File: config.mk
export PLATFORM = sky130hd
export DESIGN_NAME = aligned_byte_pattern_scanner_unit_flat
export DESIGN_NICKNAME = d
export VERILOG_FILES = /design/src/hdl/abps_pkg.sv /design/src/hdl/abps_if.sv /design/src/hdl/aligned_byte_pattern_scanner_unit.sv /design/src/hdl/abps_cell.sv /design/src/hdl/abps_out_buf.sv /design/src/flat_wrapper.sv
export SDC_FILE = /design/constraint.sdc
export NUM_CORES = 1
export LEC_CHECK = 0
export BUFFER_PORTS_ARGS = -buffer_cell sky130_fd_sc_hd__buf_2
export CORE_MARGIN = 2
export CORE_UTILIZATION = 61
export DETAILED_ROUTE_END_ITERATION = 7
export PLACE_DENSITY_LB_ADDON = 0.1
export SYNTH_ARGS = -nofsm -noshare
export SYNTH_HDL_FRONTEND = slang
export SYNTH_SLANG_ARGS = --single-unit
File: constraint.sdc
create_clock -name clk_i -period 12.2 [get_ports clk_i]
set_input_delay 1.83 -clock clk_i [delete_from_list [all_inputs] [get_ports clk_i]]
set_output_delay 1.83 -clock clk_i [all_outputs]
set_load 0.02 [all_outputs]
File: src/hdl/abps_pkg.sv
// ----------------------------------------------------------------------------
// abps_pkg
// Shared constants, types and helpers of the aligned byte pattern scanner.
// ----------------------------------------------------------------------------
package abps_pkg;

  localparam int PatternMax = 16;
  localparam int ByteW      = 8;
  localparam int AddrW      = 48;
  localparam int LenW       = 5;
  localparam int WordW      = 64;
  localparam int StepW      = 2;
  localparam int AlignW     = 3;
  localparam int IdxW       = $clog2(PatternMax);
  localparam int CfgIdxW    = 2;
  localparam int CfgDataW   = 64;

  typedef enum logic [CfgIdxW-1:0] {
    CfgPatternLength = 2'd0,
    CfgPatternLow    = 2'd1,
    CfgPatternHigh   = 2'd2,
    CfgStepShift     = 2'd3
  } cfg_idx_e;

  typedef struct packed {
    logic shift;
    logic active;
  } cell_ctrl_t;

  typedef struct packed {
    logic [AddrW-1:0] match_address;
    logic [AddrW-1:0] match_region_start;
  } out_item_t;

  function automatic logic [ByteW-1:0] pattern_byte(input logic [WordW-1:0] lo,
                                                    input logic [WordW-1:0] hi,
                                                    input logic [IdxW-1:0]  idx);
    logic [2*WordW-1:0] both;
    both = {hi, lo};
    return both[idx*ByteW +: ByteW];
  endfunction

endpackage

File: src/hdl/abps_if.sv
// ----------------------------------------------------------------------------
// abps_if
// Valid/ready channels of the scanner: byte input and match output.
// ----------------------------------------------------------------------------
interface abps_in_if;
  import abps_pkg::*;

  logic             valid;
  logic             ready;
  logic [ByteW-1:0] data_byte;
  logic [AddrW-1:0] byte_address;
  logic             region_first;

  modport source (output valid, output data_byte, output byte_address,
                  output region_first, input ready);
  modport sink   (input valid, input data_byte, input byte_address,
                  input region_first, output ready);
endinterface

interface abps_out_if;
  import abps_pkg::*;

  logic             valid;
  logic             ready;
  logic [AddrW-1:0] match_address;
  logic [AddrW-1:0] match_region_start;

  modport source (output valid, output match_address, output match_region_start,
                  input ready);
  modport sink   (input valid, input match_address, input match_region_start,
                  output ready);
endinterface

File: src/hdl/aligned_byte_pattern_scanner_unit.sv
// ----------------------------------------------------------------------------
// aligned_byte_pattern_scanner_unit
// Shifts memory bytes through a row of compare cells and reports aligned
// pattern matches that lie inside the current region.
//
//   channel   dir   transfer moves
//   in_i      in    data_byte, byte_address, region_first
//   out_o     out   match_address, match_region_start
//   cfg       in    write of pattern_length/low/high word/step_shift
//
// One byte per cycle while in_i is not stalled; a match is registered in the output
// buffer before it shows on out_o, and waits there behind any older match.
// The window cells and the match test all act on the byte being taken.
// in_i stalls only when two results wait in the output buffer.
// Reset clears the window, fill count, region base, pattern words and step shift, and sets pattern_length to 1.
// ----------------------------------------------------------------------------
module aligned_byte_pattern_scanner_unit (
  input  logic                          clk_i,
  input  logic                          rst_ni,
  abps_in_if.sink                       in_i,
  abps_out_if.source                    out_o,
  input  logic                          cfg_we_i,
  input  logic [abps_pkg::CfgIdxW-1:0]  cfg_index_i,
  input  logic [abps_pkg::CfgDataW-1:0] cfg_data_i
);
  import abps_pkg::*;

  logic [LenW-1:0]   len_q;
  logic [WordW-1:0]  pat_lo_q;
  logic [WordW-1:0]  pat_hi_q;
  logic [StepW-1:0]  step_q;

  logic [LenW-1:0]   fill_q, fill_d;
  logic [AddrW-1:0]  base_q, base_d;

  logic              accept;
  logic              room;
  logic              len_ok;
  logic [LenW-1:0]   len_m1;
  logic [ByteW-1:0]  chain [PatternMax+1];
  logic [PatternMax-1:0] hits;
  logic [AddrW-1:0]  start;
  logic [AlignW-1:0] offset;
  logic [AlignW-1:0] align_mask;
  logic              match;
  out_item_t         item;

  always_ff @(posedge clk_i or negedge rst_ni) begin
    if (!rst_ni) begin
      len_q    <= LenW'(1);
      pat_lo_q <= '0;
      pat_hi_q <= '0;
      step_q   <= '0;
    end else if (cfg_we_i) begin
      case (cfg_idx_e'(cfg_index_i))
        CfgPatternLength: len_q    <= cfg_data_i[LenW-1:0];
        CfgPatternLow:    pat_lo_q <= cfg_data_i[WordW-1:0];
        CfgPatternHigh:   pat_hi_q <= cfg_data_i[WordW-1:0];
        CfgStepShift:     step_q   <= cfg_data_i[StepW-1:0];
        default: ;
      endcase
    end
  end

  assign accept      = in_i.valid && room;
  assign in_i.ready  = room;
  assign len_ok      = (len_q != '0) && (len_q <= LenW'(PatternMax));
  assign len_m1      = len_q - LenW'(1);

  assign base_d = in_i.region_first ? in_i.byte_address : base_q;
  always_comb begin
    if (in_i.region_first) begin
      fill_d = LenW'(1);
    end else if (fill_q == LenW'(PatternMax)) begin
      fill_d = fill_q;
    end else begin
      fill_d = fill_q + LenW'(1);
    end
  end

  always_ff @(posedge clk_i or negedge rst_ni) begin
    if (!rst_ni) begin
      fill_q <= '0;
      base_q <= '0;
    end else if (accept) begin
      fill_q <= fill_d;
      base_q <= base_d;
    end
  end

  assign chain[0] = in_i.data_byte;

  for (genvar i = 0; i < PatternMax; i++) begin : g_cell
    localparam logic [IdxW-1:0] CellIdx = IdxW'(i);
    cell_ctrl_t       ctrl;
    logic [ByteW-1:0] expect_byte;

    assign ctrl.shift   = accept;
    assign ctrl.active  = len_ok && (LenW'(i) < len_q);
    assign expect_byte  = pattern_byte(pat_lo_q, pat_hi_q, len_m1[IdxW-1:0] - CellIdx);

    abps_cell u_cell (
      .clk_i    (clk_i),
      .rst_ni   (rst_ni),
      .ctrl_i   (ctrl),
      .byte_i   (chain[i]),
      .expect_i (expect_byte),
      .byte_o   (chain[i+1]),
      .hit_o    (hits[i])
    );
  end

  assign start      = in_i.byte_address - AddrW'(len_m1);
  assign offset     = start[AlignW-1:0] - base_d[AlignW-1:0];
  assign align_mask = AlignW'((4'd1 << step_q) - 4'd1);

  assign match = len_ok && (fill_d >= len_q) && (&hits) &&
                 ((offset & align_mask) == '0);

  assign item.match_address      = start;
  assign item.match_region_start = base_d;

  abps_out_buf u_out_buf (
    .clk_i  (clk_i),
    .rst_ni (rst_ni),
    .push_i (accept && match),
    .item_i (item),
    .room_o (room),
    .out_o  (out_o)
  );

endmodule

File: src/hdl/abps_cell.sv
// ----------------------------------------------------------------------------
// abps_cell
// One window byte: loads its neighbor's byte on a transfer and compares the
// incoming byte with the pattern byte that lands on its position.
// ----------------------------------------------------------------------------
module abps_cell (
  input  logic                       clk_i,
  input  logic                       rst_ni,
  input  abps_pkg::cell_ctrl_t       ctrl_i,
  input  logic [abps_pkg::ByteW-1:0] byte_i,
  input  logic [abps_pkg::ByteW-1:0] expect_i,
  output logic [abps_pkg::ByteW-1:0] byte_o,
  output logic                       hit_o
);
  import abps_pkg::*;

  logic [ByteW-1:0] byte_q;

  always_ff @(posedge clk_i or negedge rst_ni) begin
    if (!rst_ni) begin
      byte_q <= '0;
    end else if (ctrl_i.shift) begin
      byte_q <= byte_i;
    end
  end

  assign byte_o = byte_q;
  assign hit_o  = !ctrl_i.active || (byte_i == expect_i);

endmodule

File: src/hdl/abps_out_buf.sv
// ----------------------------------------------------------------------------
// abps_out_buf
// Two-entry result buffer: holds one match while the next byte is taken.
// ----------------------------------------------------------------------------
module abps_out_buf (
  input  logic                  clk_i,
  input  logic                  rst_ni,
  input  logic                  push_i,
  input  abps_pkg::out_item_t   item_i,
  output logic                  room_o,
  abps_out_if.source            out_o
);
  import abps_pkg::*;

  out_item_t  ent_q [2];
  logic [1:0] cnt_q;
  logic       pop;
  logic       wr_idx;

  assign pop    = out_o.valid && out_o.ready;
  assign wr_idx = (cnt_q == 2'd1) && !pop;
  assign room_o = (cnt_q != 2'd2);

  always_ff @(posedge clk_i or negedge rst_ni) begin
    if (!rst_ni) begin
      cnt_q <= '0;
    end else begin
      cnt_q <= cnt_q + 2'(push_i) - 2'(pop);
    end
  end

  always_ff @(posedge clk_i) begin
    if (pop && (cnt_q == 2'd2)) begin
      ent_q[0] <= ent_q[1];
    end
    if (push_i) begin
      ent_q[wr_idx] <= item_i;
    end
  end

  assign out_o.valid              = (cnt_q != 2'd0);
  assign out_o.match_address      = ent_q[0].match_address;
  assign out_o.match_region_start = ent_q[0].match_region_start;

endmodule

File: src/flat_wrapper.sv
// flat-port wrapper written by rule: the top's interface ports become plain ports
module aligned_byte_pattern_scanner_unit_flat import abps_pkg::*;
  (clk_i, rst_ni, cfg_we_i, cfg_index_i, cfg_data_i, in_i_valid, in_i_data_byte, in_i_byte_address, in_i_region_first, in_i_ready, out_o_valid, out_o_match_address, out_o_match_region_start, out_o_ready);
  abps_in_if in_i_i ();
  abps_out_if out_o_i ();
  input  logic clk_i;
  input  logic rst_ni;
  input  logic cfg_we_i;
  input  logic [abps_pkg::CfgIdxW-1:0] cfg_index_i;
  input  logic [abps_pkg::CfgDataW-1:0] cfg_data_i;
  input wire logic [$bits(in_i_i.valid)-1:0] in_i_valid;
  input wire logic [$bits(in_i_i.data_byte)-1:0] in_i_data_byte;
  input wire logic [$bits(in_i_i.byte_address)-1:0] in_i_byte_address;
  input wire logic [$bits(in_i_i.region_first)-1:0] in_i_region_first;
  output wire logic [$bits(in_i_i.ready)-1:0] in_i_ready;
  output wire logic [$bits(out_o_i.valid)-1:0] out_o_valid;
  output wire logic [$bits(out_o_i.match_address)-1:0] out_o_match_address;
  output wire logic [$bits(out_o_i.match_region_start)-1:0] out_o_match_region_start;
  input wire logic [$bits(out_o_i.ready)-1:0] out_o_ready;
  assign in_i_i.valid = in_i_valid;
  assign in_i_i.data_byte = in_i_data_byte;
  assign in_i_i.byte_address = in_i_byte_address;
  assign in_i_i.region_first = in_i_region_first;
  assign in_i_ready = in_i_i.ready;
  assign out_o_valid = out_o_i.valid;
  assign out_o_match_address = out_o_i.match_address;
  assign out_o_match_region_start = out_o_i.match_region_start;
  assign out_o_i.ready = out_o_ready;
  aligned_byte_pattern_scanner_unit u_core (.clk_i(clk_i), .rst_ni(rst_ni), .in_i(in_i_i), .out_o(out_o_i), .cfg_we_i(cfg_we_i), .cfg_index_i(cfg_index_i), .cfg_data_i(cfg_data_i));
endmodule
; ---- Word level (Yosys, flattened, before mapping)
; Memory sizes are Yosys's and may differ from the RTL's.
; Index checks and enable logic that the tools add are counted.
[op_classes]
reduce_logical = 68
shifts = 17
magnitude_cmp = 18
muxes = 10
n_eq_ne = 23
add_sub_neg = 22
n_bitwise = 1
[op_table]
columns = op, n
row1 = $shiftx 128x8->8, 16
row2 = $eq 8x8->1, 16
row3 = $mux 96, 1
row4 = $reduce_or 96->1, 1
row5 = $mux 48, 1
row6 = $sub 48x5->48, 1
row7 = $lt 4x5->1 const A, 8
row8 = $sub 4x4->4 const B, 8
row9 = $logic_and 1x1->1, 25
row10 = $lt 3x5->1 const A, 4
row11 = $logic_not 1->1, 17
row12 = $logic_or 1x1->1, 16
row13 = $reduce_and 16->1, 1
row14 = $sub 4x3->4 const B, 4
row15 = $lt 1x5->1 const A, 2
row16 = $lt 2x5->1 const A, 2
row17 = $mux 5, 2
row18 = $reduce_and 2->1, 4
row19 = $sub 4x2->4 const B, 2
row20 = $eq 2x2->1 const B, 3
row21 = $mux 1, 6
row22 = $add 5x1->5 const B, 1
row23 = $eq 5x5->1 const B, 1
row24 = $ge 5x5->1, 1
row25 = other kinds (15), 16
[word_totals]
regBits = 310
out_inout_bits = 98
word_cells = 182
mem_count = 1
ramBits = 192
[memory_table]
columns = name, depth, word_bits, rd, rd_clocked_by_memory_dff, wr, line_no
row1 = u_core.u_out_buf.ent_q, 2, 96, 2, 0, 1, abps_out_buf.sv:15  ; out_item_t ent_q [2];

; ---- Logic depth before layout (Yosys ltp)
[depth]
word_depth = 13
ltp_mapped = 28
ltp_nobuf = 20

; ---- Cells and area by module
; Synthesis repeated with hierarchy kept, for this count alone.
[unflattened]
cells_unflattened = 2386
area_unflattened_um2 = 30988.5
[modules_own_cells]
columns = mod, cells_each, area_per_inst_um2, instances
row1 = aligned_byte_pattern_scanner_unit, 1282, 15320.9, 1
row2 = abps_out_buf, 656, 8961.1, 1
row3 = abps_cell, 28, 419.2, 16

; ---- Least setup slack after synthesis
; Ideal clock, no wire load.
[synth_timing]
path_kind = register to register
from = reg u_core.len_q[0]
to = mem u_core.u_out_buf.ent_q[1][0] (netlist bit), enable pin
stages_incl_launch_ff = 27
arrival_time_ns = 8.495
path_buffers = 13
slack_ns = 3.206
period_less_slack_ns = 8.994
required_ns = 11.701
path_cell_list = dfstp_2 buf_4 inv_2 buf_2 buf_2 clkbuf_1 ha_1 buf_6 buf_6 buf_8 buf_8 buf_6 buf_6 xor2_1 ha_1 fa_1 nand2b_1 a221oi_1 o21ai_0 a311oi_1 nand4_1 or4_1 nor4b_2 buf_4 buf_8 buf_12 nor4b_4
[synth_between]
elab_chain_len = 13
word_cells_on_any_way = 130
classes_between = add/sub: 18 / order compare: 18 / eq/ne: 16 / shift: 16 / mux: 4 / bitwise: 1 / reduce/logical: 57
[synth_rtl]
columns = element, line_no
row1 = start: declaration, aligned_byte_pattern_scanner_unit.sv:28  ; logic [LenW-1:0] len_q;
row2 = start signal: assignment, aligned_byte_pattern_scanner_unit.sv:50  ; len_q <= LenW'(1);
row3 = start signal: assignment, aligned_byte_pattern_scanner_unit.sv:56  ; CfgPatternLength: len_q <= cfg_data_i[LenW-1:0];
row4 = "$sub 5x1->5, or another cell as far along", aligned_byte_pattern_scanner_unit.sv:68  ; assign len_m1 = len_q - LenW'(1);
row5 = "$sub 4x4->4, or another cell as far along", aligned_byte_pattern_scanner_unit.sv:100  ; assign expect_byte = pattern_byte(pat_lo_q, pat_hi_q, len_m1[IdxW-1:0] - CellIdx);
row6 = $shiftx 128x8->8 or $logic_and 1x1->1 (tied branches), "abps_pkg.sv:40, aligned_byte_pattern_scanner_unit.sv:99"
row7 = $eq 8x8->1 or $logic_not 1->1 (tied branches), abps_cell.sv:28  ; assign hit_o = !ctrl_i.active || (byte_i == expect_i);
row8 = $logic_or 1x1->1, abps_cell.sv:28
row9 = $reduce_and 16->1, aligned_byte_pattern_scanner_unit.sv:117  ; assign match = len_ok && (fill_d >= len_q) && (&hits) &&
row10 = $logic_and 1x1->1, aligned_byte_pattern_scanner_unit.sv:117
row11 = $logic_and 1x1->1 *, aligned_byte_pattern_scanner_unit.sv:117
row12 = $logic_and 1x1->1 *, aligned_byte_pattern_scanner_unit.sv:126  ; .push_i (accept && match),
row13 = $mux 1 *, abps_out_buf.sv:36  ; if (push_i) begin
row14 = $mux 1 (not written as such) *, abps_out_buf.sv:37  ; ent_q[wr_idx] <= item_i;
row15 = $reduce_or 96->1 (no line), n/a
row16 = $mux 1 (no line), n/a
row17 = end: declaration, abps_out_buf.sv:15
; Every way passes the cells marked *; elsewhere a longest branch is shown, timed or not.

; ---- Worst setup path after layout
[layout_timing]
from = reg u_core.len_q[0]
to = mem u_core.u_out_buf.ent_q[1][93] (netlist bit), enable pin
; Same word-level chain as after synthesis.

==> flow_summary.ini <==
[setup_path]
start_kind = flip-flop
cp.required_ns = 12.45
timing.rr.start = u_core.len_q[0]$_DFFE_PN1P_
ff2ff_path_depth = 17
cp.arrival_ns = 9.70
critPathSlowestCell = ha_4
cp_max_fo = 64
critPathTopFamily = buffers and inverters
path_buf_inv = 5
ff2ff_setup_slack_ns = 2.75
cp-end-kind = flip-flop
crit_chain = clkinv_2 > ha_4 > buf_4 > mux2i_1 > mux2i_1 > mux2i_1 > mux2i_1 > xnor2_1 > nand2_1 > o41ai_1 > nand4_1 > or4_1 > nor4b_4 > buf_4 > nor4b_4 > buf_4 > buf_4
r2r-end = u_core.u_out_buf.ent_q[1][93]$_DFFE_PP_
slowest_delay_ns = 1.06
path_class = reg -> reg

[clock_tree]
cts_buffers = 52
cts_setup_buffers = 0
htreeDepth = 2
cts-root-buf = clkbuf_16
clk_latency_ns = 0.65
cts_resized = 0
hold_buffers = 0
clkTransAtPathRegs_ns = 0.06
cts_max_path_buffers = 3
cts_tree = yes
cts.sinks = 502

[synth]
synth_cell_types = 92
synthesis.nets = 2417
synth_cells = 2273
synth_top_cell_by_area = dfrtp_1
syn_area_um2 = 29200
yosys-top-cells-area = dfrtp_1 26%, edfxtp_1 20%, mux2_2 19%
ys_ff_latch = 502
synth_top_area_share = 0.264
synth_commonest_cells = 503 x mux2_2, 309 x dfrtp_1, 236 x mux2i_1, 192 x edfxtp_1, 122 x nand2_1
synth.most_common_cell = mux2_2
synth_edf_count = 192
avgSynthCellArea_um2 = 12.9
synth_warnings = 0
async_reset_ff_frac = 0.618
synth-seq-area-share = 0.463
yosys_most_used_dff = dfrtp_1

[routing]
dr.pass1.iters = 7
drc = 0
wl_per_cell_um = 28.7
totalWireLength_um = 89300
vias_per_cell = 6.61
ant_nets = 0
drt_iter0_drc = 2405
routed-via-count = 20500

[power_and_ir_drop]
p_int_mw = 4.67
powerDensity_nw_per_um2 = 248
leakage_nw = 13.2
pwr-share-clk = 0.198
p_total_mw = 8.05
ir_drop_mv = 0.129
switching_share = 0.419
p_switching_mw = 3.37
pwr-share-comb = 0.463
power_frac_seq = 0.340

[timing]
max_freq_ghz = 0.106
finalCriticalPeriod_ns = 9.45
fin_skew_ns = 0.0424
relSlewSlack = 0.175
setup_ws_ns = 2.75
timing_hold_violations_final = 0
setup_tns_ns = 0
fin_crit_sh = 0.774
rsz0062_at_grt = false
worstMarginPinSlew_ns = 1.23
finalSetupViolCount = 0
hold-worst-slack_ns = 0.495
slew_violations = 0

[floorplan]
rows = 80
dieArea_um2 = 49700
initial_utilization = 0.615
core_region_area_um2 = 47500
die_w_um = 223
die_h_um = 223
ios = 226

[global_route]
track_usage = 0.360
grt_pass1_wl_um = 132000
antenna_found_initial = 4
overflow = 0
grt_pass1_vias = 20200
grt_max_degree = 108

[status]
outcome = finished clean

[layout]
area_growth_pct = 11.1
design_area_um2 = 32500
instances_no_fill = 3108
nNetsFinal = 2593
fin_util = 0.683
layout-drive-gt1-share = 0.383
nFillCells = 3452

[worst_hold_path]
hold_depth = 2
whs_endpoint = u_core.base_q[1]$_DFFE_PN0P_
min-delay-path-class = reg -> reg
hold_start = u_core.base_q[1]$_DFFE_PN0P_

[job]
maxCapViolCount = 0

[placed_design]
pre_cts_slack_ns = 2.93
place.gp.congestion = 1.05
portBuffers = 225
place_area_um2 = 30800
dp_cells = 3010
hpwlAfterDp_um = 66000
-- cells by family (layout without fill, tap and decap cells) --
kind of cell    after synthesis  after routing  share of synthesized area
simple gates                376            376                     0.0653
buf+inv                     168            386                     0.0297
fa+ha+maj                    21             21                    0.00882
mux                         808            808                      0.327
other cells                   0              2                          0
flops                       502            502                      0.463
compound gates              206            206                     0.0479
xor+xnor                    192            192                     0.0589
-- how the worst max path moves through the flow --
| stage | from | to | slack, ns | cells after the start |
|---|---|---|---|---|
| 6_report | u_core.len_q[0]$_DFFE_PN1P_ | u_core.u_out_buf.ent_q[1][93]$_DFFE_PP_ | 2.75 | 17 |
| 5_1_grt | u_core.len_q[0]$_DFFE_PN1P_ | u_core.u_out_buf.ent_q[1][41]$_DFFE_PP_ | 2.37 | 17 |
| 4_1_cts | u_core.len_q[0]$_DFFE_PN1P_ | u_core.u_out_buf.ent_q[1][23]$_DFFE_PP_ | 2.88 | 17 |
| 3_5_place_dp | u_core.len_q[0]$_DFFE_PN1P_ | u_core.u_out_buf.ent_q[1][83]$_DFFE_PP_ | 2.93 | 17 |
| 3_3_place_gp | u_core.len_q[0]$_DFFE_PN1P_ | u_core.u_out_buf.ent_q[1][32]$_DFFE_PP_ | 3.00 | 17 |
| 2_1_floorplan | u_core.len_q[0]$_DFFE_PN1P_ | u_core.u_out_buf.ent_q[1][0]$_DFFE_PP_ | 3.21 | 26 |
-- placed cells by master (no fill, tap or decap), drive strengths merged, types with 10 or more instances in the layout --
cell,n
nor3,32
o22ai,14
buf,265
nor4,45
inv,27
o21ai,59
clkinv,17
nor2,77
mux2i,237
clkbuf,73
mux2,508
o211ai,16
and2,10
nor2b,11
a21oi,39
xnor2,94
nand2b,12
dfrtp,309
or4,10
nand2,123
mux4,63
edfxtp,192
nand3,18
a211oi,11
ha,15
xor2,98
-- metal layers --
layer / track usage / vias to the layer above / part of all wire
met4: 0.119 / 2 / 0.034
li1: - / 8844 / -
met5: 0 / - / 0.000078
met1: 0.527 / 10500 / 0.43
met3: 0.0788 / 191 / 0.097
met2: 0.535 / 1020 / 0.44
-- cell type report --
cell class / instances / area (µm²) / share of cell area
Multi-Input combinational cell: 1603 / 14900 / 0.460
Clock buffer: 73 / 1470 / 0.0453
Antenna cell: 2 / 5.00 / 0.000154
Clock inverter: 23 / 233 / 0.00716
Timing Repair Buffer: 265 / 1440 / 0.0442
Inverter: 25 / 95.1 / 0.00293
Sequential cell: 502 / 13500 / 0.416
Tap cell: 615 / 769 / 0.0237
-- registers in the layout, indices dropped and copies added (netlist names) --
register and cells:
u_core.u_out_buf.ent_q 192, u_core.g_cell.u_cell.byte_o 120, u_core.pat_hi_q 64, u_core.pat_lo_q 64, u_core.base_q 48, u_core.fill_q 5
u_core.len_q 5, u_core.step_q 2, u_core.u_out_buf.cnt_q 2
-- tightest hold or removal path: cells and delay by family (launching register included) --
family / cells / cell delay (ns)
AND/OR/NAND/NOR: 1 / 0.05
AO/OA/AOI/OAI: 1 / 0.07
flip-flops: 1 / 0.34
-- power groups by stage --
| stage | clock (mW) | sequential, mW | combinational, mW |
|---|---|---|---|
| after floorplan | 0 | 2.50 | 2.59 |
| after global placement | 0 | 2.72 | 3.55 |
| after detailed placement | 0 | 2.73 | 3.61 |
| after CTS | 1.60 | 2.70 | 3.63 |
| after global routing | 1.67 | 2.76 | 3.92 |
| final | 1.59 | 2.73 | 3.73 |
(Power assumes the default switching activity.)
